## config.mk

```make
export PLATFORM = sky130hd
export DESIGN_NAME = box_filter_3x3_edge_mean
export DESIGN_NICKNAME = d
export VERILOG_FILES = /design/src/rtl/bf3em_pkg.sv /design/src/rtl/bf3em_cell.sv /design/src/rtl/bf3em_mean.sv /design/src/rtl/box_filter_3x3_edge_mean.sv
export VERILOG_INCLUDE_DIRS = /design/src /design/src/rtl
export SDC_FILE = /design/constraint.sdc
export NUM_CORES = 2
export LEC_CHECK = 0
export BUFFER_PORTS_ARGS = -buffer_cell sky130_fd_sc_hd__buf_2
export CORE_ASPECT_RATIO = 1.75
export CORE_MARGIN = 3
export CORE_UTILIZATION = 40
export DETAILED_ROUTE_END_ITERATION = 16
export MAX_ROUTING_LAYER = met4
export PLACE_DENSITY = 0.58
export SYNTH_ARGS = -nofsm -noshare
export SYNTH_HDL_FRONTEND = slang
export SYNTH_SLANG_ARGS = --single-unit
```

## constraint.sdc

```tcl
create_clock -name clk -period 31.4 [get_ports clk]
set_input_delay 4.71 -clock clk [delete_from_list [all_inputs] [get_ports clk]]
set_output_delay 4.71 -clock clk [all_outputs]
set_load 0.01 [all_outputs]
```

## src/rtl/box_filter_3x3_edge_mean_assert.svh

```systemverilog
// box_filter_3x3_edge_mean_assert.svh: concurrent assertion macros for the filter top level.
// No dependencies; included by box_filter_3x3_edge_mean.sv.
`ifndef BOX_FILTER_3X3_EDGE_MEAN_ASSERT_SVH
`define BOX_FILTER_3X3_EDGE_MEAN_ASSERT_SVH

// same-cycle implication, ignored while reset is high
`define BF3EM_ASSERT_NOW(label, clk, rst, ante, cons, msg) \
  label: assert property (@(posedge clk) disable iff (rst) (ante) |-> (cons)) else $error(msg);

// next-cycle implication, ignored while reset is high
`define BF3EM_ASSERT_NEXT(label, clk, rst, ante, cons, msg) \
  label: assert property (@(posedge clk) disable iff (rst) (ante) |=> (cons)) else $error(msg);

`endif

```

## src/rtl/bf3em_pkg.sv

```systemverilog
// bf3em_pkg: shared types, widths and divider constants for the 3x3 edge-mean box filter.
// No dependencies; used by bf3em_cell, bf3em_mean and box_filter_3x3_edge_mean.
`default_nettype none

package bf3em_pkg;

  localparam int MAX_SIZE_DEF = 16;
  localparam int SIZE_MIN     = 2;
  localparam int CFG_W        = 5;
  localparam int PIX_W        = 16;
  localparam int CSUM_W       = 18;  // three samples
  localparam int WSUM_W       = 20;  // nine samples
  localparam int RECIP_W      = 22;
  localparam int RECIP_SHIFT  = 23;
  localparam int PROD_W       = WSUM_W + RECIP_W;

  localparam logic [CFG_W-1:0] SIZE_RESET = 5'd16;

  // floor(s * M / 2^23) == floor(s / d) for every s below 2^20
  localparam logic [RECIP_W-1:0] RECIP_4 = 22'd2097152;
  localparam logic [RECIP_W-1:0] RECIP_6 = 22'd1398102;
  localparam logic [RECIP_W-1:0] RECIP_9 = 22'd932068;

  typedef struct packed {
    logic [PIX_W-1:0] up;   // two rows above the incoming one
    logic [PIX_W-1:0] mid;  // row above the incoming one
  } cell_t;

  typedef struct packed {
    logic valid;
    logic has_left;
    logic has_right;
    logic rows3;
    logic last;
    logic end_img;
  } emit_t;

  typedef enum logic [1:0] {
    DIV_4,
    DIV_6,
    DIV_9
  } div_t;

  typedef enum logic [1:0] {
    ST_IDLE,
    ST_CLOSE,
    ST_FLUSH,
    ST_FLAST
  } seq_state_t;

  function automatic logic [RECIP_W-1:0] recip(input div_t d);
    unique case (d)
      DIV_4:   return RECIP_4;
      DIV_6:   return RECIP_6;
      DIV_9:   return RECIP_9;
      default: return RECIP_4;
    endcase
  endfunction

endpackage

`default_nettype wire

```

## src/rtl/bf3em_cell.sv

```systemverilog
// bf3em_cell: one column of the rotating line chain, holding two stacked samples.
// Depends on bf3em_pkg.
`default_nettype none

module bf3em_cell #(
  parameter int IDX_W = 4,
  parameter int INDEX = 0
) (
  input  wire logic                clk,
  input  wire logic                shift,
  input  wire logic [IDX_W-1:0]    size_last,
  input  wire bf3em_pkg::cell_t    from_next,
  input  wire bf3em_pkg::cell_t    from_tail,
  output bf3em_pkg::cell_t         q
);

  logic is_tail;

  // the cell at column N-1 closes the ring
  assign is_tail = (size_last == IDX_W'(INDEX));

  always_ff @(posedge clk) begin
    if (shift) begin
      q <= is_tail ? from_tail : from_next;
    end
  end

endmodule

`default_nettype wire

```

## src/rtl/bf3em_mean.sv

```systemverilog
// bf3em_mean: three-column sliding window, window sum and reciprocal divide with output register.
// Depends on bf3em_pkg.
`default_nettype none

module bf3em_mean (
  input  wire logic                            clk,
  input  wire logic                            rst,
  input  wire logic                            adv,
  input  wire logic                            push,
  input  wire logic [bf3em_pkg::CSUM_W-1:0]    col_sum,
  input  wire bf3em_pkg::emit_t                emit,
  output logic                                 res_valid,
  output logic [bf3em_pkg::PIX_W-1:0]          smoothed,
  output logic                                 last_of_run,
  output logic                                 end_of_image
);

  logic [bf3em_pkg::CSUM_W-1:0]  w0;
  logic [bf3em_pkg::CSUM_W-1:0]  w1;
  logic [bf3em_pkg::CSUM_W-1:0]  w2;
  bf3em_pkg::emit_t              d1;
  logic [bf3em_pkg::WSUM_W-1:0]  win_sum;
  bf3em_pkg::div_t               div_sel;
  logic                          v2;
  logic [bf3em_pkg::WSUM_W-1:0]  sum2;
  bf3em_pkg::div_t               div2;
  logic                          last2;
  logic                          end2;
  logic [bf3em_pkg::PROD_W-1:0]  product;

  // w0 newest column, w1 the centre column, w2 its left neighbor
  always_comb begin
    win_sum = bf3em_pkg::WSUM_W'(w1)
            + (d1.has_left  ? bf3em_pkg::WSUM_W'(w2) : '0)
            + (d1.has_right ? bf3em_pkg::WSUM_W'(w0) : '0);
    if (d1.rows3 && d1.has_left && d1.has_right) begin
      div_sel = bf3em_pkg::DIV_9;
    end else if (d1.rows3 || (d1.has_left && d1.has_right)) begin
      div_sel = bf3em_pkg::DIV_6;
    end else begin
      div_sel = bf3em_pkg::DIV_4;
    end
  end

  assign product = bf3em_pkg::PROD_W'(sum2) * bf3em_pkg::PROD_W'(bf3em_pkg::recip(div2));

  always_ff @(posedge clk) begin
    if (rst) begin
      d1        <= '0;
      v2        <= 1'b0;
      res_valid <= 1'b0;
    end else if (adv) begin
      d1        <= emit;
      v2        <= d1.valid;
      res_valid <= v2;
    end
  end

  always_ff @(posedge clk) begin
    if (adv) begin
      if (push) begin
        w2 <= w1;
        w1 <= w0;
        w0 <= col_sum;
      end
      sum2         <= win_sum;
      div2         <= div_sel;
      last2        <= d1.last;
      end2         <= d1.end_img;
      smoothed     <= product[bf3em_pkg::RECIP_SHIFT +: bf3em_pkg::PIX_W];
      last_of_run  <= last2;
      end_of_image <= end2;
    end
  end

endmodule

`default_nettype wire

```

## src/rtl/box_filter_3x3_edge_mean.sv

```systemverilog
// box_filter_3x3_edge_mean: streaming 3x3 edge-aware box filter; uses bf3em_pkg, bf3em_cell,
// bf3em_mean and box_filter_3x3_edge_mean_assert.svh.
// Pipeline: a result goes from d1 and the window to sum2/div2, then to the output register.
// Throughput: 1 request per cycle unless the output stalls; a row-ending request (row 1 on)
// adds a close step; the image's last also a flush pass as the chain rotates the bottom row out once.
// Reset: sequencer, counters and valid bits clear, size goes to 16; line cells keep contents.
`default_nettype none

`include "box_filter_3x3_edge_mean_assert.svh"

module box_filter_3x3_edge_mean #(
  parameter int MAX_SIZE = bf3em_pkg::MAX_SIZE_DEF
) (
  input  wire logic                            clk,
  input  wire logic                            rst,
  input  wire logic                            cfg_write,
  input  wire logic [bf3em_pkg::CFG_W-1:0]     cfg_data,
  input  wire logic                            in_valid,
  output logic                                 in_ready,
  input  wire logic [bf3em_pkg::PIX_W-1:0]     pixel,
  output logic                                 out_valid,
  input  wire logic                            out_ready,
  output logic [bf3em_pkg::PIX_W-1:0]          smoothed,
  output logic                                 last_of_run,
  output logic                                 end_of_image
);

  localparam int IDX_W = $clog2(MAX_SIZE);

  function automatic logic [IDX_W-1:0] last_index(input logic [bf3em_pkg::CFG_W-1:0] v);
    int n;
    n = int'(v);
    if (n < bf3em_pkg::SIZE_MIN) n = bf3em_pkg::SIZE_MIN;
    if (n > MAX_SIZE) n = MAX_SIZE;
    return IDX_W'(n - 1);
  endfunction

  bf3em_pkg::seq_state_t         state;
  bf3em_pkg::seq_state_t         state_next;
  logic [IDX_W-1:0]              size_last;
  logic [IDX_W-1:0]              row;
  logic [IDX_W-1:0]              row_next;
  logic [IDX_W-1:0]              col;
  logic [IDX_W-1:0]              col_next;
  logic [IDX_W-1:0]              fcol;
  logic [IDX_W-1:0]              fcol_next;
  logic                          close_rows3;
  logic                          close_rows3_next;
  logic                          final_run;
  logic                          final_run_next;

  logic                          adv;
  logic                          step;
  logic                          chain_shift;
  logic                          rot_plain;
  logic                          last_col;
  logic [bf3em_pkg::CSUM_W-1:0]  col_sum;
  bf3em_pkg::emit_t              emit;
  bf3em_pkg::cell_t              chain_q [MAX_SIZE];
  bf3em_pkg::cell_t              head;
  bf3em_pkg::cell_t              tail_data;

  assign adv  = !out_valid || out_ready;
  assign head = chain_q[0];

  // Head cell always holds the column of the next step. A request pushes (mid, pixel)
  // to the tail, aging rows by one; the flush pass rotates the ring unchanged.
  always_comb begin
    if (rot_plain) begin
      tail_data = head;
    end else begin
      tail_data.up  = head.mid;
      tail_data.mid = pixel;
    end
  end

  genvar gi;
  for (gi = 0; gi < MAX_SIZE; gi++) begin : g_cell
    bf3em_pkg::cell_t from_next;
    if (gi == MAX_SIZE - 1) begin : g_ring
      assign from_next = tail_data;
    end else begin : g_link
      assign from_next = chain_q[gi + 1];
    end
    bf3em_cell #(
      .IDX_W (IDX_W),
      .INDEX (gi)
    ) u_cell (
      .clk       (clk),
      .shift     (chain_shift),
      .size_last (size_last),
      .from_next (from_next),
      .from_tail (tail_data),
      .q         (chain_q[gi])
    );
  end

  always_ff @(posedge clk) begin
    if (rst) begin
      state       <= bf3em_pkg::ST_IDLE;
      size_last   <= last_index(bf3em_pkg::SIZE_RESET);
      row         <= '0;
      col         <= '0;
      fcol        <= '0;
      close_rows3 <= 1'b0;
      final_run   <= 1'b0;
    end else begin
      state       <= state_next;
      fcol        <= fcol_next;
      close_rows3 <= close_rows3_next;
      final_run   <= final_run_next;
      if (cfg_write) begin
        size_last <= last_index(cfg_data);
        row       <= '0;
        col       <= '0;
      end else begin
        row <= row_next;
        col <= col_next;
      end
    end
  end

  always_comb begin
    state_next       = state;
    row_next         = row;
    col_next         = col;
    fcol_next        = fcol;
    close_rows3_next = close_rows3;
    final_run_next   = final_run;
    in_ready         = 1'b0;
    step             = 1'b0;
    chain_shift      = 1'b0;
    rot_plain        = 1'b0;
    col_sum          = '0;
    emit             = '0;
    last_col         = (col == size_last);
    unique case (state)
      bf3em_pkg::ST_IDLE: begin
        in_ready = adv;
        if (in_valid && adv) begin
          step           = 1'b1;
          chain_shift    = 1'b1;
          col_sum        = bf3em_pkg::CSUM_W'(head.mid) + bf3em_pkg::CSUM_W'(pixel)
                         + ((row > IDX_W'(1)) ? bf3em_pkg::CSUM_W'(head.up) : '0);
          // result for column col-1 of the row above
          emit.valid     = (row != '0) && (col != '0);
          emit.has_left  = (col > IDX_W'(1));
          emit.has_right = 1'b1;
          emit.rows3     = (row > IDX_W'(1));
          emit.last      = !last_col;
          if (last_col) begin
            col_next = '0;
            row_next = (row == size_last) ? '0 : row + IDX_W'(1);
            if (row != '0) begin
              state_next       = bf3em_pkg::ST_CLOSE;
              close_rows3_next = (row > IDX_W'(1));
              final_run_next   = (row == size_last);
            end
          end else begin
            col_next = col + IDX_W'(1);
          end
        end
      end
      bf3em_pkg::ST_CLOSE: begin
        if (adv) begin
          // empty column in: right edge result
          step           = 1'b1;
          emit.valid     = 1'b1;
          emit.has_left  = 1'b1;
          emit.rows3     = close_rows3;
          emit.last      = !final_run;
          fcol_next      = '0;
          state_next     = final_run ? bf3em_pkg::ST_FLUSH : bf3em_pkg::ST_IDLE;
        end
      end
      bf3em_pkg::ST_FLUSH: begin
        if (adv) begin
          // bottom row: centre is mid, no row below
          step           = 1'b1;
          chain_shift    = 1'b1;
          rot_plain      = 1'b1;
          col_sum        = bf3em_pkg::CSUM_W'(head.up) + bf3em_pkg::CSUM_W'(head.mid);
          emit.valid     = (fcol != '0);
          emit.has_left  = (fcol > IDX_W'(1));
          emit.has_right = 1'b1;
          if (fcol == size_last) begin
            state_next = bf3em_pkg::ST_FLAST;
          end else begin
            fcol_next = fcol + IDX_W'(1);
          end
        end
      end
      bf3em_pkg::ST_FLAST: begin
        if (adv) begin
          step           = 1'b1;
          emit.valid     = 1'b1;
          emit.has_left  = 1'b1;
          emit.last      = 1'b1;
          emit.end_img   = 1'b1;
          state_next     = bf3em_pkg::ST_IDLE;
        end
      end
      default: begin
        state_next = bf3em_pkg::ST_IDLE;
      end
    endcase
  end

  bf3em_mean u_mean (
    .clk          (clk),
    .rst          (rst),
    .adv          (adv),
    .push         (step),
    .col_sum      (col_sum),
    .emit         (emit),
    .res_valid    (out_valid),
    .smoothed     (smoothed),
    .last_of_run  (last_of_run),
    .end_of_image (end_of_image)
  );

  `BF3EM_ASSERT_NEXT(a_final_close, clk, rst, in_valid && in_ready && (row == size_last) && (col == size_last), state == bf3em_pkg::ST_CLOSE, "last pixel of image did not start the row close")
  `BF3EM_ASSERT_NOW(a_busy_stall, clk, rst, state != bf3em_pkg::ST_IDLE, !in_ready, "request taken during close or flush")
  `BF3EM_ASSERT_NOW(a_end_is_last, clk, rst, out_valid && end_of_image, last_of_run, "end of image not marked last of run")

endmodule

`default_nettype wire

```

## Word-level counts from Yosys, hierarchy flattened

Cells that the tools add are included.

| operators by class | value |
|---|---|
| multipliers | 1 |
| reductions and logical operators | 25 |
| add/subtract/negate cells | 9 |
| muxes and demuxes | 56 |
| equality and inequality tests | 30 |
| $lt $le $gt $ge | 5 |

Operators with widths:

| operator | number |
|---|---|
| 32-bit two-way mux | 18 |
| 18-bit two-way mux | 3 |
| 22-bit one-hot mux with 2 select lines | 1 |
| 20-bit by 22-bit multiplier with 39-bit output | 1 |
| 18-bit one-hot mux with 2 select lines | 1 |
| 16-bit by 16-bit adder with 17-bit output | 2 |
| 32-bit by 6-bit > comparator with 1-bit output, second input constant | 1 |
| 4-bit two-way mux | 8 |
| 4-bit == test, second input constant | 7 |
| 18-bit by 20-bit adder with 20-bit output | 1 |
| 20-bit adder | 1 |
| 17-bit by 16-bit adder with 18-bit output | 1 |
| 4-bit by 3-bit == test with 1-bit output, second input constant | 4 |
| 16-bit two-way mux | 1 |
| 2-bit two-way mux | 8 |
| 2-bit != test, second input constant | 8 |
| 4-bit by 1-bit adder with 4-bit output, second input constant | 3 |
| 4-bit == test | 3 |
| 4-bit by 1-bit > comparator with 1-bit output, second input constant | 3 |
| 4-bit nonzero test | 3 |
| 5-bit two-way mux | 2 |
| 4-bit by 2-bit == test with 1-bit output, second input constant | 2 |
| 1-bit one-hot mux with 2 select lines | 4 |
| 2-bit one-hot mux with 4 select lines | 1 |
| other kinds (21) | 39 |

| word-level totals | value |
|---|---|
| word-level logic and storage cells | 183 |
| input bits | 26 |
| flip-flop bits (word level) | 636 |

## Longest topological paths before layout

| depth | value |
|---|---|
| depth in word-level cells | 9 |
| depth in mapped cells | 29 |
| mapped depth without buffers | 27 |

## Cells and area by module

From an unflattened synthesis, not the netlist that was laid out.

| unflattened totals | value |
|---|---|
| cells, all modules | 2,762 |
| area total of the unflattened synthesis | 40,458.8 um2 |

Modules (own cells, without submodules):

| module | area an instance (um2) | cells each | times used | sequential area each (um2) |
|---|---|---|---|---|
| bf3em_mean | 13,410.4 | 1,236 | 1 | 3,042.9 |
| bf3em_cell (g_cell[10].u_cell ...) | 1,511.4 | 69 | 6 | 960.9 |
| bf3em_cell (g_cell[11].u_cell ...) | 1,491.4 | 68 | 4 | 960.9 |
| bf3em_cell (g_cell[1].u_cell ...) | 1,378.8 | 68 | 4 | 960.9 |
| box_filter_3x3_edge_mean | 3,633.5 | 432 | 1 | 400.4 |
| bf3em_cell (g_cell[15].u_cell) | 1,488.9 | 68 | 1 | 960.9 |
| bf3em_cell (g_cell[0].u_cell) | 1,376.3 | 68 | 1 | 960.9 |

## Worst setup path before layout

No wires, ideal clock.

| timing | value |
|---|---|
| path type | input -> register |
| start point | in out_ready |
| end point | reg g_cell[0].u_cell.q[0] in the netlist's numbering (enable) |
| slack | 3.687 ns |
| buffers on the path | 1 |
| arrival | 26.315 ns |
| data required time | 30.001 ns |
| cell stages on the path | 5 |
| path through | nor2b_1 -> buf_2 -> inv_1 -> nand2b_1 -> nor2_1 |

| on the way | value |
|---|---|
| longest elaborated chain between the ends | 4 |

Ends and longest elaborated chain:

| item | line | RTL |
|---|---|---|
| from (decl) | box_filter_3x3_edge_mean.sv:22 | `input wire logic out_ready,` |
| 1-bit logical OR * | box_filter_3x3_edge_mean.sv:63 | `assign adv = !out_valid \|\| out_ready;` |
| 1-bit logical AND | box_filter_3x3_edge_mean.sv:140 | `if (in_valid && adv) begin` |
| 1-bit two-way mux | box_filter_3x3_edge_mean.sv:140 |  |
| 1-bit one-hot mux with 2 select lines * | box_filter_3x3_edge_mean.sv:137 | `unique case (state)` |
| via chain_shift | box_filter_3x3_edge_mean.sv:54 | `logic chain_shift;` |
| to (signal assigned) | bf3em_cell.sv:24 | `q <= is_tail ? from_tail : from_next;` |
| to (decl) | bf3em_cell.sv:14 | `output bf3em_pkg::cell_t q` |

The timed path passes the listed nets; every way through them passes the cells marked *.
A chain may end at the register's enable or synchronous reset.

## Worst setup path in the final report

| timing | value |
|---|---|
| start point | in out_ready |
| end point | out in_ready |

| on the way | value |
|---|---|
| longest elaborated chain between the ends | 2 |

Ends and longest elaborated chain:

| item | line | RTL |
|---|---|---|
| 1-bit logical OR | box_filter_3x3_edge_mean.sv:63 |  |
| 1-bit two-way mux | box_filter_3x3_edge_mean.sv:137 |  |
| to (decl) | box_filter_3x3_edge_mean.sv:19 | `output logic in_ready,` |

No other way between the ends.

==> metrics.cfg <==
[status]
status=finished, final reports clean

[critical_path]
r2r_cells=26
cp_data_required_time_ns=26.69
worstPathMaxFanout=11
r2r_slack_ns=23.74
worstSetupStartpointType=input port
r2r-end=u_mean.smoothed[14]
critPathArrivalTime_ns=5.74
end_kind=output pin
r2r-start=u_mean.div2[0]
worst-setup-path-type=input port to output pin

[timing]
slew_headroom=0.135
finalCritPeriodShare=0.333
skew_ns=0.0485
finalSetupViolCount=0
hold_viol=0
rsz0062_at_grt=no
fmaxAchievable_ghz=0.0957
post-route-min-period_ns=10.45
final.setup.tns_ns=0
finalMaxSlewViolations=0
worst_pin_slew_ns=1.26

[hold_path]
min_from=u_mean.last2
hold_end=u_mean.last_of_run
hp-class=register to register
whs_path_depth=0

[placed_design]
dp_hpwl_mm=57.0
gp_congestion=0.915
portBuffers=45

[routing]
ant_nets=0
vias=22932
drc=0
drt_iter0_drc=1343
drt_first_pass_iters=6
routed_wl_mm=79.2
avgViaCountPerCell=5.05
wl_per_cell_microns=17.4

[clock_tree]
htree_levels=2
cts_resized=0
cts_buffer_depth=3
cts_setup_buffers=0
path_clk_slew_ns=0.06
clk_latency_ns=0.66
cts_tree=done
holdBufCountCts=0
cts.sinks=636
clockRootBuffer=clkbuf_16
cts_buffers=59

[synthesis]
ys_warn_count=0
synth_cells=3306
syn_avg_cell_area_sq_um=11.2
syn_area_sq_mm=0.0371
synth-main-ff-cell=edfxtp_1
synth_edf_count=608
ys_async_sr_fraction=0
yosys_register_bits=636
ys_types=62
synthesis.nets=3801
yosysSeqAreaShare=0.507

[power_and_ir_drop]
fin_total_pwr_w=0.00200
peakVddDrop_uv=46.1
p_per_area_mw_per_mm2=49.2
p_leak_nw=17.5

[grt]
grt_antenna_before_repair=13
grt_pass1_vias=23474
grt_max_degree=205
grt_pass1_wl_mm=126
grt_usage=0.169
grt_overflow=0

[floorplanning]
io_pins=46
dieArea_sq_mm=0.0966
fp-row-count=147
start_util=0.403
core_sq_mm=0.0920
fp.dieH_microns=409
die_w_microns=236

[cells_and_area]
final_nets=3792
mostFrequentLayoutCells=edfxtp_1 (608), nor2_1 (417), a21oi_1 (414)
syn_to_final_growth_pct=9.36
final_common_cell=edfxtp_1
drive_gt1_frac=0.0643

[run]
drv_cap=0

## logic make-up (layout without fill, tap and decap cells)
logic type,after synthesis,after routing,share of synthesized area
DFF,636,636,0.507
and+or+nand+nor,839,839,0.0981
muxes,33,33,0.00890
AOI/OAI and AO/OA,678,678,0.101
buffers and inverters,559,596,0.0581
adders and majority gates,469,469,0.205
xor gates and xnor gates,92,92,0.0221
other,0,7,0
## synthesized netlist by cell type, drive strengths merged (2+ instances only)
cell type / n / area (sq um)
o211ai: 5 / 51.3
nor2: 423 / 1590
a211o: 7 / 61.3
o41ai: 3 / 41.3
nor3: 26 / 135
o21a: 10 / 75.1
nand4: 9 / 56.3
a22oi: 3 / 22.5
o311ai: 2 / 17.5
a21boi: 4 / 30.0
a211oi: 7 / 52.6
and3: 4 / 25.0
buf: 41 / 210
dfxtp: 28 / 561
nor2b: 41 / 257
nand3: 8 / 40.0
a31oi: 9 / 56.3
mux2i: 33 / 330
xor2: 47 / 412
a21o: 25 / 188
o22ai: 10 / 62.6
o21ai: 154 / 771
nand3b: 5 / 37.5
clkbuf: 119 / 447
inv: 399 / 1500
fa: 231 / 4620
xnor2: 44 / 385
a32oi: 2 / 17.5
o21bai: 5 / 37.5
nor4: 5 / 43.8
nand2: 219 / 822
o31ai: 4 / 43.8
ha: 238 / 2980
and2: 45 / 282
a21oi: 417 / 2110
nor3b: 5 / 42.5
a31o: 3 / 26.3
edfxtp: 608 / 18300
or2: 9 / 56.3
a22o: 2 / 17.5
and4: 2 / 17.5
nand2b: 31 / 194
a221oi: 2 / 17.5
or3: 6 / 37.5
## stage by stage
step	cell area [sq um]	hold slack, ns	utilization	cells	setup slack [ns]
2_1_floorplan	37100	0.400	-	3306	3.69
3_3_place_gp	38600	0.402	0.420	4427	20.95
3_5_place_dp	38600	0.415	0.420	4427	20.95
4_1_cts	40500	0.429	0.441	4534	20.94
5_1_grt	40600	0.438	0.441	4538	20.87
6_report	40600	0.427	0.441	4542	20.95
## registers in the layout, indices dropped and copies added (netlist names), 2 cells and up, named ones only
signal           flops
fcol                 4
u_mean.div2          2
col                  4
g_cell.u_cell.q    512
size_last            4
u_mean.w0           18
u_mean.w2           18
row                  4
u_mean.d1            6
u_mean.w1           18
u_mean.sum2         20
u_mean.smoothed     16
## per-layer routing
metal | GRT usage | routed length [microns] | up-vias
met1 | 0.184 | 30400 | 11316
met4 | 0.0811 | 4180 | 0
li1 | - | - | 11176
met5 | - | 0 | -
met2 | 0.305 | 42200 | 288
met3 | 0.0175 | 2370 | 152
## worst max-delay path: stages
cell and delay, ns:
buf_2 0.10, nor2b_1 0.13, buf_4 0.21, inv_2 0.05
nand2b_1 0.21, nor2_1 0.15, buf_2 0.17
## report_power, final
group | switching (W) | internal [W]
Combinational | 0.000143 | 0.0000918
Clock | 0.000325 | 0.000398
Sequential | 0.0000267 | 0.00101
## final cells by class
class	instances	area, sq um
Antenna cell	7	17.5
Clock inverter	37	417
Inverter	399	1500
Timing Repair Buffer	90	588
Tap cell	1192	1490
Fill cell	8741	51400
Multi-Input combinational cell	2111	16200
Clock buffer	70	1520
Sequential cell	636	18800
## how the worst max path moves through the flow
stage / end / from
after floorplan: g_cell[0].u_cell.q[0] / out_ready
after global placement: in_ready / out_ready
after detailed placement: in_ready / out_ready
after CTS: in_ready / out_ready
after global routing: in_ready / out_ready
final: in_ready / out_ready
No activity file was read; power rests on OpenSTA's default activity.
